<file path="config.mk">
export PLATFORM = sky130hd
export DESIGN_NAME = light_sensor_moving_average_top
export DESIGN_NICKNAME = d
export VERILOG_FILES = /design/src/rtl/core/lsma_pkg.sv /design/src/rtl/core/light_sensor_moving_average_top.sv /design/src/rtl/core/lsma_ring.sv /design/src/rtl/core/lsma_post.sv
export SDC_FILE = /design/constraint.sdc
export NUM_CORES = 1
export LEC_CHECK = 0
export BUFFER_PORTS_ARGS = -buffer_cell sky130_fd_sc_hd__buf_2
export CAP_MARGIN = 40
export CORE_ASPECT_RATIO = 1.2
export CORE_MARGIN = 4
export CORE_UTILIZATION = 37
export DETAILED_ROUTE_END_ITERATION = 6
export SETUP_SLACK_MARGIN = 0.3
export SYNTH_ARGS = -nofsm -noshare
export SYNTH_HDL_FRONTEND = slang
export SYNTH_SLANG_ARGS = --single-unit
</file>
<file path="constraint.sdc">
create_clock -name clk -period 11.2 [get_ports clk]
set_input_delay 0.56 -clock clk [delete_from_list [all_inputs] [get_ports clk]]
set_output_delay 0.56 -clock clk [all_outputs]
set_load 0.1 [all_outputs]
</file>
<file path="src/rtl/core/lsma_pkg.sv">
// Shared widths, reset values and register indexes of the light sensor moving average.
`default_nettype none

package lsma_pkg;

  localparam int SAMPLE_W       = 12;
  localparam int BRIGHT_W       = 10;
  localparam int GAIN_W         = 16;
  localparam int OFFSET_W       = 24;
  localparam int PROD_W         = GAIN_W + SAMPLE_W;
  localparam int FRAC_W         = 16;
  localparam int DUTY_W         = 8;
  localparam int KNOB_SCALED_W  = SAMPLE_W + DUTY_W;
  localparam int KNOB_DIV       = 4095;
  localparam int KNOB_DIV_SH    = 12;
  localparam int IN_TDATA_W     = 2 * SAMPLE_W;
  localparam int OUT_TDATA_W    = 24;
  localparam int CFG_ADDR_W     = 8;
  localparam int CFG_DATA_W     = OFFSET_W;

  localparam logic [GAIN_W-1:0]   GAIN_RESET   = 16'd7851;
  localparam logic [OFFSET_W-1:0] OFFSET_RESET = 24'd2838168;

  typedef logic [SAMPLE_W-1:0]        sample_t;
  typedef logic signed [BRIGHT_W-1:0] bright_t;
  typedef logic [DUTY_W-1:0]          duty_t;
  typedef logic [GAIN_W-1:0]          gain_t;
  typedef logic [OFFSET_W-1:0]        offset_t;

  typedef enum logic [CFG_ADDR_W-1:0] {
    CFG_GAIN   = 8'd0,
    CFG_OFFSET = 8'd1
  } cfg_reg_e;

endpackage

`default_nettype wire

</file>
<file path="src/rtl/core/light_sensor_moving_average_top.sv">
// Top level of the light sensor moving average with knob duty mapping.
// Path: an accepted item is registered in the ring stage, in post stages a and b, then
// in the output register. Throughput: one item per cycle unless m_tready stalls the
// output; the window memory write and the running total update happen together, with
// same-slot forwarding when the window is one deep. Reset: synchronous; the window reads
// as zero at once via per-entry valid bits; no clearing pass, so items are taken at once.
`default_nettype none

module light_sensor_moving_average_top #(
  parameter int WINDOW = 10
) (
  input  wire                                clk,
  input  wire                                rst,
  input  wire                                s_tvalid,
  output logic                               s_tready,
  // light_sample [11:0], knob_sample [23:12]
  input  wire [lsma_pkg::IN_TDATA_W-1:0]     s_tdata,
  output logic                               m_tvalid,
  input  wire                                m_tready,
  // brightness_average [9:0], led_duty [17:10], zero [23:18]
  output logic [lsma_pkg::OUT_TDATA_W-1:0]   m_tdata,
  input  wire                                cfg_valid,
  output logic                               cfg_ready,
  input  wire [lsma_pkg::CFG_ADDR_W-1:0]     cfg_addr,
  input  wire [lsma_pkg::CFG_DATA_W-1:0]     cfg_data
);
  import lsma_pkg::*;

  localparam int SLOT_W = (WINDOW > 1) ? $clog2(WINDOW) : 1;
  localparam int TOT_W  = BRIGHT_W + SLOT_W;
  localparam logic [SLOT_W-1:0] SLOT_LAST = SLOT_W'(WINDOW - 1);

  gain_t                    gain;
  offset_t                  offset;
  logic [SLOT_W-1:0]        write_slot;
  logic                     ring_valid;
  logic                     post_ready;
  logic signed [TOT_W-1:0]  ring_total;
  sample_t                  ring_knob;

  assign cfg_ready = 1'b1;

  always_ff @(posedge clk) begin
    if (rst) begin
      gain       <= GAIN_RESET;
      offset     <= OFFSET_RESET;
      write_slot <= '0;
    end else begin
      if (cfg_valid) begin
        unique case (cfg_addr)
          CFG_GAIN:   gain   <= cfg_data[GAIN_W-1:0];
          CFG_OFFSET: offset <= cfg_data[OFFSET_W-1:0];
          default: ;
        endcase
      end
      if (s_tvalid && s_tready) begin
        write_slot <= (write_slot == SLOT_LAST) ? '0 : write_slot + 1'b1;
      end
    end
  end

  lsma_ring #(
    .WINDOW (WINDOW),
    .SLOT_W (SLOT_W),
    .TOT_W  (TOT_W)
  ) u_ring (
    .clk       (clk),
    .rst       (rst),
    .in_valid  (s_tvalid),
    .in_ready  (s_tready),
    .light     (s_tdata[SAMPLE_W-1:0]),
    .knob      (s_tdata[2*SAMPLE_W-1:SAMPLE_W]),
    .slot      (write_slot),
    .gain      (gain),
    .offset    (offset),
    .out_valid (ring_valid),
    .out_ready (post_ready),
    .out_total (ring_total),
    .out_knob  (ring_knob)
  );

  lsma_post #(
    .WINDOW (WINDOW),
    .TOT_W  (TOT_W)
  ) u_post (
    .clk      (clk),
    .rst      (rst),
    .in_valid (ring_valid),
    .in_ready (post_ready),
    .in_total (ring_total),
    .in_knob  (ring_knob),
    .m_tvalid (m_tvalid),
    .m_tready (m_tready),
    .m_tdata  (m_tdata)
  );

endmodule

`default_nettype wire

</file>
<file path="src/rtl/core/lsma_ring.sv">
// Calibration stage with the window ring memory and the running total.
`default_nettype none

module lsma_ring #(
  parameter int WINDOW = 10,
  parameter int SLOT_W = 4,
  parameter int TOT_W  = 14
) (
  input  wire                      clk,
  input  wire                      rst,
  input  wire                      in_valid,
  output logic                     in_ready,
  input  lsma_pkg::sample_t        light,
  input  lsma_pkg::sample_t        knob,
  input  wire [SLOT_W-1:0]         slot,
  input  lsma_pkg::gain_t          gain,
  input  lsma_pkg::offset_t        offset,
  output logic                     out_valid,
  input  wire                      out_ready,
  output logic signed [TOT_W-1:0] out_total,
  output lsma_pkg::sample_t        out_knob
);
  import lsma_pkg::*;

  localparam int QW = PROD_W + 1;
  localparam int BW = QW - FRAC_W;
  localparam logic signed [QW-1:0] ROUND_BIAS = QW'((1 << FRAC_W) - 1);
  localparam logic signed [BW-1:0] BRIGHT_HI  = BW'(511);
  localparam logic signed [BW-1:0] BRIGHT_LO  = -BW'(512);
  localparam logic signed [TOT_W-1:0] TOT_MAX = TOT_W'(511 * WINDOW);
  localparam logic signed [TOT_W-1:0] TOT_MIN = -TOT_W'(512 * WINDOW);

  logic                     s1_valid;
  logic [PROD_W-1:0]        s1_prod;
  sample_t                  s1_knob;
  logic [SLOT_W-1:0]        s1_slot;
  logic                     in_accept;
  logic                     s1_go;

  bright_t                  mem [WINDOW];
  logic [WINDOW-1:0]        vld;
  bright_t                  rd_q;
  logic                     rd_vld;
  logic                     fwd_q;
  bright_t                  fwd_data;

  logic signed [TOT_W-1:0]  total;
  logic signed [TOT_W-1:0]  total_next;
  logic signed [QW-1:0]     q;
  logic signed [QW-1:0]     qb;
  logic signed [BW-1:0]     bq;
  bright_t                  bright;
  bright_t                  old_val;

  assign in_ready  = !s1_valid || out_ready;
  assign in_accept = in_valid && in_ready;
  assign s1_go     = s1_valid && out_ready;

  // Q16 value less offset, then division by 65536 truncating toward zero, saturated to -512..511.
  always_comb begin
    q  = signed'({1'b0, s1_prod}) - signed'(QW'(offset));
    qb = q + (q[QW-1] ? ROUND_BIAS : '0);
    bq = qb[QW-1:FRAC_W];
    if (bq > BRIGHT_HI) begin
      bright = BRIGHT_HI[BRIGHT_W-1:0];
    end else if (bq < BRIGHT_LO) begin
      bright = BRIGHT_LO[BRIGHT_W-1:0];
    end else begin
      bright = bq[BRIGHT_W-1:0];
    end
  end

  assign old_val    = fwd_q ? fwd_data : (rd_vld ? rd_q : '0);
  assign total_next = total - TOT_W'(old_val) + TOT_W'(bright);

  always_ff @(posedge clk) begin
    if (rst) begin
      s1_valid <= 1'b0;
      total    <= '0;
      vld      <= '0;
    end else begin
      if (in_ready) begin
        s1_valid <= in_valid;
      end
      if (s1_go) begin
        total        <= total_next;
        vld[s1_slot] <= 1'b1;
      end
    end
  end

  always_ff @(posedge clk) begin
    if (in_accept) begin
      s1_prod  <= PROD_W'(gain) * PROD_W'(light);
      s1_knob  <= knob;
      s1_slot  <= slot;
      rd_q     <= mem[slot];
      rd_vld   <= vld[slot];
      fwd_q    <= s1_go && (s1_slot == slot);
      fwd_data <= bright;
    end
    if (s1_go) begin
      mem[s1_slot] <= bright;
    end
  end

  assign out_valid = s1_valid;
  assign out_total = total_next;
  assign out_knob  = s1_knob;

  a_slot_range: assert property (@(posedge clk) disable iff (rst)
    s1_valid |-> (s1_slot <= SLOT_W'(WINDOW - 1)))
    else $error("ring slot beyond window");

  a_fwd_only_single: assert property (@(posedge clk) disable iff (rst)
    (s1_valid && fwd_q) |-> (WINDOW == 1))
    else $error("same-slot forwarding with a window deeper than one");

  a_total_range: assert property (@(posedge clk) disable iff (rst)
    (total >= TOT_MIN) && (total <= TOT_MAX))
    else $error("running total outside window range");

endmodule

`default_nettype wire

</file>
<file path="src/rtl/core/lsma_post.sv">
// Average by reciprocal multiplication, knob duty mapping and the output register.
`default_nettype none

module lsma_post #(
  parameter int WINDOW = 10,
  parameter int TOT_W  = 14
) (
  input  wire                                clk,
  input  wire                                rst,
  input  wire                                in_valid,
  output logic                               in_ready,
  input  wire signed [TOT_W-1:0]             in_total,
  input  lsma_pkg::sample_t                  in_knob,
  output logic                               m_tvalid,
  input  wire                                m_tready,
  output logic [lsma_pkg::OUT_TDATA_W-1:0]   m_tdata
);
  import lsma_pkg::*;

  localparam int AVG_SH = TOT_W + 1;
  localparam int MUL_W  = TOT_W + AVG_SH + 1;
  localparam logic [AVG_SH:0] AVG_MUL = (AVG_SH + 1)'((64'd1 << AVG_SH) / WINDOW);
  localparam logic [TOT_W-1:0] WIN_T = TOT_W'(WINDOW);
  localparam logic [KNOB_SCALED_W-1:0] KDIV_T = KNOB_SCALED_W'(KNOB_DIV);
  localparam int PAD_W = OUT_TDATA_W - BRIGHT_W - DUTY_W;

  logic                      a_valid;
  logic signed [TOT_W-1:0]   a_total;
  sample_t                   a_knob;
  logic                      b_valid;
  logic [TOT_W-1:0]          b_mag;
  logic                      b_neg;
  logic [BRIGHT_W-1:0]       b_q;
  logic [KNOB_SCALED_W-1:0]  b_x;
  duty_t                     b_dk;

  logic                      a_go;
  logic                      b_go;
  logic                      b_ready;

  logic [TOT_W-1:0]          a_mag;
  logic [MUL_W-1:0]          a_prod;
  logic [KNOB_SCALED_W-1:0]  a_x;
  logic [TOT_W-1:0]          qw;
  logic [TOT_W-1:0]          rem;
  logic [BRIGHT_W-1:0]       q_fin;
  logic [BRIGHT_W-1:0]       avg;
  logic [KNOB_SCALED_W-1:0]  dr;
  duty_t                     d_fin;

  assign b_go     = b_valid && (!m_tvalid || m_tready);
  assign b_ready  = !b_valid || b_go;
  assign a_go     = a_valid && b_ready;
  assign in_ready = !a_valid || a_go;

  // Estimates are at most one below the true quotient.
  assign a_mag  = a_total[TOT_W-1] ? TOT_W'(-a_total) : TOT_W'(a_total);
  assign a_prod = MUL_W'(a_mag) * MUL_W'(AVG_MUL);
  // Knob times 255.
  assign a_x    = KNOB_SCALED_W'({a_knob, 8'b0}) - KNOB_SCALED_W'(a_knob);

  assign qw    = TOT_W'(b_q) * WIN_T;
  assign rem   = b_mag - qw;
  assign q_fin = b_q + BRIGHT_W'(rem >= WIN_T);
  assign avg   = b_neg ? (~q_fin + 1'b1) : q_fin;

  assign dr    = b_x - (KNOB_SCALED_W'({b_dk, 12'b0}) - KNOB_SCALED_W'(b_dk));
  assign d_fin = b_dk + DUTY_W'(dr >= KDIV_T);

  always_ff @(posedge clk) begin
    if (rst) begin
      a_valid  <= 1'b0;
      b_valid  <= 1'b0;
      m_tvalid <= 1'b0;
    end else begin
      if (in_ready) begin
        a_valid <= in_valid;
      end
      if (b_ready) begin
        b_valid <= a_valid;
      end
      if (!m_tvalid || m_tready) begin
        m_tvalid <= b_valid;
      end
    end
  end

  always_ff @(posedge clk) begin
    if (in_valid && in_ready) begin
      a_total <= in_total;
      a_knob  <= in_knob;
    end
    if (a_go) begin
      b_mag <= a_mag;
      b_neg <= a_total[TOT_W-1];
      b_q   <= a_prod[AVG_SH +: BRIGHT_W];
      b_x   <= a_x;
      b_dk  <= a_x[KNOB_DIV_SH +: DUTY_W];
    end
    if (b_go) begin
      m_tdata <= {PAD_W'(0), d_fin, avg};
    end
  end

  a_avg_bound: assert property (@(posedge clk) disable iff (rst)
    b_valid |-> ((q_fin <= BRIGHT_W'(512)) && (b_neg || (q_fin <= BRIGHT_W'(511)))))
    else $error("window mean outside brightness range");

endmodule

`default_nettype wire
</file>
* Word level (Yosys, flattened, before mapping)
Memories as Yosys holds them, arrays and structs flattened. A register that Yosys moved wholly into a read port is not among the register bits.
Index checks and enable logic that the tools add are counted.
** Storage, ports and cells
- Flip-flop bits (word level) :: 225
- Memory bits (writable) :: 100
- Input bits :: 61
- Word-level logic and storage cells :: 83
- Memories kept :: 1
** Memories
- u_ring.mem :: depth 10, width 10, rd ports 1, clocked after Yosys merged registers in 1, write ports 1, RTL line lsma_ring.sv:40 : bright_t mem [WINDOW];
** Cells by class
- $add $sub $neg :: 13
- Multiply operators :: 3
- Magnitude comparators :: 7
- Eq/ne operators :: 3
- Multiplexer cells :: 14
- Bitwise logic cells :: 2
- Reductions and logical operators :: 17
** Operator list (count)
- 2-to-1 mux 10 bit :: 5
- adder 29 bit :: 1
- subtractor 28 x 24 -> 29 bit :: 1
- multiplier 16 x 12 -> 28 bit :: 1
- multiplier 14 x 10 -> 23 bit, second input constant :: 1
- greater-or-equal comparator 20 x 12 -> 1 bit, second input constant :: 1
- subtractor 20 x 12 -> 20 bit :: 1
- subtractor 20 bit :: 1
- subtractor 20 x 8 -> 20 bit :: 1
- 2-to-1 mux 16 bit :: 1
- adder 14 x 10 -> 14 bit :: 1
- greater-or-equal comparator 14 x 4 -> 1 bit, second input constant :: 1
- 2-to-1 mux 14 bit :: 1
- negator 14 bit :: 1
- subtractor 14 x 10 -> 14 bit :: 1
- subtractor 14 bit :: 1
- > comparator 13 x 10 -> 1 bit, second input constant :: 1
- less-than comparator 13 x 10 -> 1 bit, second input constant :: 1
- multiplier 10 x 3 -> 13 bit, second input constant :: 1
- adder 10 x 1 -> 10 bit :: 1
- adder 10 x 1 -> 10 bit, second input constant :: 1
- less-than comparator 4 x 5 -> 1 bit, second input constant :: 2
- inverter 10 bit :: 1
- bitwise OR 10 bit :: 1
- other kinds (15) :: 30

* Logic depth before layout (Yosys ltp)
- Depth in word-level cells :: 9
- Gate-level depth with buffers :: 34
- Gate-level depth less buffers :: 34

* Hierarchy
Synthesis repeated with hierarchy kept, for this count alone.
** Unflattened totals
- Cells, all modules :: 2440
- Area, all modules :: 25757.2 um2
** Modules (own cells, without submodules)
- lsma_ring :: instances 1, cells each 1500, area an instance 15865.2 um2, sequential area each 5485.3 um2
- lsma_post :: instances 1, cells each 744, area an instance 8051.5 um2, sequential area each 2702.6 um2
- light_sensor_moving_average_top :: instances 1, cells each 196, area an instance 1840.5 um2, sequential area each 880.8 um2

* Worst setup path after synthesis
OpenSTA, ideal clock, no wires.
- Path kind :: reg2reg
- Start :: register u_ring.s1_prod[0]
- End :: register u_post.a_total[13], data pin
- Library setup time :: 0.258 ns
- Data arrival time :: 7.372 ns
- Data required time :: 10.942 ns
- Slack :: 3.570 ns
- Cell stages (with the launch flop) :: 32
- Path buffers :: 1
- Clock period less this slack :: 7.630 ns
- Cells stage by stage :: edfxtp_1 -> inv_1 -> ha_1 -> fa_1 -> nand2b_1 -> a211oi_1 -> o21ai_2 -> a211oi_1 -> nor4b_2 -> clkbuf_1 -> ha_1 -> a21oi_1 -> o21ai_0 -> a21oi_1 -> nor4_1 -> nor3b_2 -> o211ai_2 -> nor4_4 -> nand4_2 -> mux2i_4 -> o22ai_1 -> fa_1 -> ha_1 -> a21o_1 -> a21o_1 -> a21oi_1 -> o21ai_0 -> a41oi_1 -> a211o_1 -> mux2i_1 -> and3_1 -> xnor2_1
** On the way
- Word-level cells in the longest chain between the ends :: 7
- Elaborated cells on any way between the ends :: 8
** Ends and longest elaborated chain
- start: declaration :: RTL line lsma_ring.sv:34 : logic [PROD_W-1:0] s1_prod;
- start signal: assignment :: RTL line lsma_ring.sv:94 : s1_prod <= PROD_W'(gain) * PROD_W'(light);
- subtractor 28 x 24 -> 29 bit (*) :: RTL line lsma_ring.sv:61 : q = signed'({1'b0, s1_prod}) - signed'(QW'(offset));
- 2-to-1 mux 16 bit :: RTL line lsma_ring.sv:62 : qb = q + (q[QW-1] ? ROUND_BIAS : '0);
- adder 29 bit (*) :: RTL line lsma_ring.sv:62
- less-than comparator 13 x 10 -> 1 bit :: RTL line lsma_ring.sv:66 : end else if (bq < BRIGHT_LO) begin
- 2-to-1 mux 10 bit :: RTL line lsma_ring.sv:66
- 2-to-1 mux 10 bit (*) :: RTL line lsma_ring.sv:64 : if (bq > BRIGHT_HI) begin
- net u_ring.bright[1] :: RTL line lsma_ring.sv:52 : bright_t bright;
- adder 14 x 10 -> 14 bit (*) :: RTL line lsma_ring.sv:74 : assign total_next = total - TOT_W'(old_val) + TOT_W'(bright);
- net ring_total[13] :: RTL line light_sensor_moving_average_top.sv:38 : logic signed [TOT_W-1:0] ring_total;
- end signal: assignment :: RTL line lsma_post.sv:90 : a_total <= in_total;
- end: declaration :: RTL line lsma_post.sv:28 : logic signed [TOT_W-1:0] a_total;
Mark *: on every way through the listed nets, which the timed path passes. The rest lies on a longest branch.
A chain may end at the register's enable or synchronous reset.

* Final worst setup path
Same ends and word-level chain as after synthesis.

==> impl_metrics.env <==
export IMPL_status="finished clean"
export IMPL_antenna_found_initial=0
export IMPL_critPathMaxFanout=15
export IMPL_r2r_start="u_ring.s1_prod[0]$_DFFE_PP_"
export IMPL_grt_max_degree=73
export IMPL_synth_area_top_cells="edfxtp_1 31%, fa_1 15%, ha_1 13%"
export IMPL_port_buffers=80
export IMPL_core_area_sq_um=67000
export IMPL_fin_crit_sh_pct=76.4
export IMPL_rsz0062_at_grt="false"
export IMPL_hold_buffers=0
export IMPL_ys_warn_count=0
export IMPL_path_class="register to register"
export IMPL_ys_flop_type="edfxtp_1"
export IMPL_clockBufferDepth=3
export IMPL_critPathLaunchType="register"
export IMPL_fmax_ghz=0.117
export IMPL_synth_enable_flop_cells=254
export IMPL_ant_nets=0
export IMPL_die_h_um=293
export IMPL_vias=17038
export IMPL_grt_pass1_wl_um=90600
export IMPL_grt_pass1_vias=18179
export IMPL_cts_buffers_inserted=39
export IMPL_setup_viol=0
export IMPL_synth_top_area_share_pct=30.5
export IMPL_ys_seq_elements=326
export IMPL_hold_violations=0
export IMPL_overflow=0
export IMPL_skew_ns=0.0159
export IMPL_cts_tree="built"
export IMPL_die_x_um=245
export IMPL_cts_max_level=2
export IMPL_cts_setup_buffers=0
export IMPL_start_util_pct=37.3
export IMPL_max_slew_margin_pct=39.0
export IMPL_crit_slowest_cell="a211oi_1"
export IMPL_synth_distinct_cells=73
export IMPL_nets=2932
export IMPL_yosysSeqAreaShare_pct=36.3
export IMPL_routedWlPerCell_um=16.4
export IMPL_worstPathRequired_ns=11.50
export IMPL_core_rowCount=104
export IMPL_postSynthAreaPerCell_sq_um=10.7
export IMPL_cp_startpoint="u_ring.s1_prod[0]$_DFFE_PP_"
export IMPL_endpoint_kind="register"
export IMPL_crit_path_max_incr_delay_ns=0.62
export IMPL_clock_latency_ns=0.55
export IMPL_grt_use_total_pct=15.4
export IMPL_synthTopCellsByCount="310 x inv_1, 254 x edfxtp_1, 253 x ha_1"
export IMPL_dp_hpwl_um=42100
export IMPL_clkSlewWorstSetupHoldPaths_ns=0.06
export IMPL_cp_arrival_ns=8.87
export IMPL_yosysMostFrequentCell="inv_1"
export IMPL_drv_cap=0
export IMPL_drt_iter0_drc=635
export IMPL_clkSinkCount=326
export IMPL_synth_largest_area_cell="edfxtp_1"
export IMPL_synthArstFlopShare_pct=0
export IMPL_finalSetupTns_ns=0
export IMPL_min_from="s_tdata[18]"
export IMPL_synthCells=2342
export IMPL_antenna_cells=0
export IMPL_drc=0
export IMPL_wl_um=55100
export IMPL_area_growth_pct=11.5
export IMPL_gp_congestion=0.857
export IMPL_finalCriticalPeriod_ns=8.56
export IMPL_cts_root_buffer="clkbuf_16"
export IMPL_cts_repair_resized=0
export IMPL_syn_area_sq_um=25000
export IMPL_drive_gt1_share_pct=8.75
export IMPL_hold_path_class="input port to register"
export IMPL_worst_slew_pin_slew_ns=0.909
export IMPL_io_pins=88
export IMPL_dieArea_sq_um=71700
export IMPL_final_max_slew_violation_count=0
export IMPL_via_per_inst=5.08
export IMPL_dr_pass1_iters=5
==> final timing paths <==
| kind | cells after the start | slack (ns) | end |
|---|---|---|---|
| worst max-delay path | 32 | 2.64 | u_post.a_total[13]$_DFFE_PP_ |
| worst min-delay path | 1 | 0.19 | u_ring.out_knob[6]$_DFFE_PP_ |
| worst max register to register | 32 | 2.64 | u_post.a_total[13]$_DFFE_PP_ |
| worst min register to register | 0 | 0.42 | u_post.a_knob[7]$_DFFE_PP_ |
==> layout make-up <==
cell class	instances	area, sq um
Multi-Input combinational cell	1636	14500
Fill cell	6420	39200
Timing Repair Buffer	112	707
Tap cell	901	1130
Sequential cell	326	9070
Clock buffer	44	1020
Clock inverter	27	263
Inverter	311	1170
==> sequential cells by signal (all words and copies together) (netlist names), 13 cells and up <==
| signal | count |
|---|---|
| u_post.a_total | 14 |
| u_post.b_mag | 13 |
| gain | 16 |
| u_ring.s1_prod | 28 |
| u_post.m_tdata | 18 |
| u_ring.mem | 100 |
| offset | 24 |
| u_ring.total | 14 |
==> critical path: cells and delay by family, from the launching register on <==
family / cells / cell delay (ns)
flops: 1 / 0.32
compound gates: 14 / 3.36
simple gates: 7 / 1.84
xor+xnor: 1 / 0.07
fa+ha+maj: 5 / 1.66
buf+inv: 3 / 0.55
mux: 2 / 0.50
==> layout by cell type (no fill, tap or decap), drive strengths merged, types with 44 or more instances in the layout <==
cell,instances
clkbuf,44
xnor2,107
edfxtp,254
ha,253
buf,112
fa,192
nand2,250
dfxtp,72
inv,312
nor2,94
o21ai,61
nor2b,44
a21oi,119
and2,75
==> per-layer routing <==
metal | part of all wire [%] | GRT usage (%) | up-vias
met5 | 0 | 0 | -
met4 | 3.0 | 5.39 | 0
met3 | 3.6 | 2.24 | 101
met2 | 53 | 29.1 | 317
met1 | 41 | 17.7 | 8479
li1 | - | - | 8141
==> through the flow <==
step	setup WS (ns)	instance area [sq um]	hold slack (ns)	cells	util, %
6_report	2.64	27800	0.188	3357	41.6
5_1_grt	1.85	27800	0.166	3357	41.6
4_1_cts	2.41	27800	0.153	3355	41.5
3_5_place_dp	2.46	26600	0.406	3284	39.6
3_3_place_gp	2.67	26400	0.404	3274	39.4
2_1_floorplan	3.57	25000	0.400	2347	-
==> kinds of logic (layout without fill, tap and decap cells) <==
kind of cell               Yosys count  count (layout)  share of synthesized area [%]
buffers and inverters              385             494                           5.89
and+or+nand+nor                    654             654                           13.0
other                                2               7                         0.0301
DFF                                326             326                           36.3
AOI/OAI and AO/OA                  340             340                           8.63
xor gates and xnor gates           146             146                           5.12
muxes                               44              44                           2.92
adders and majority gates          445             445                           28.1
Power is left out: the tool's default activity adds up to more than one toggle a clock period on the data nets, which glitch-free logic cannot reach.
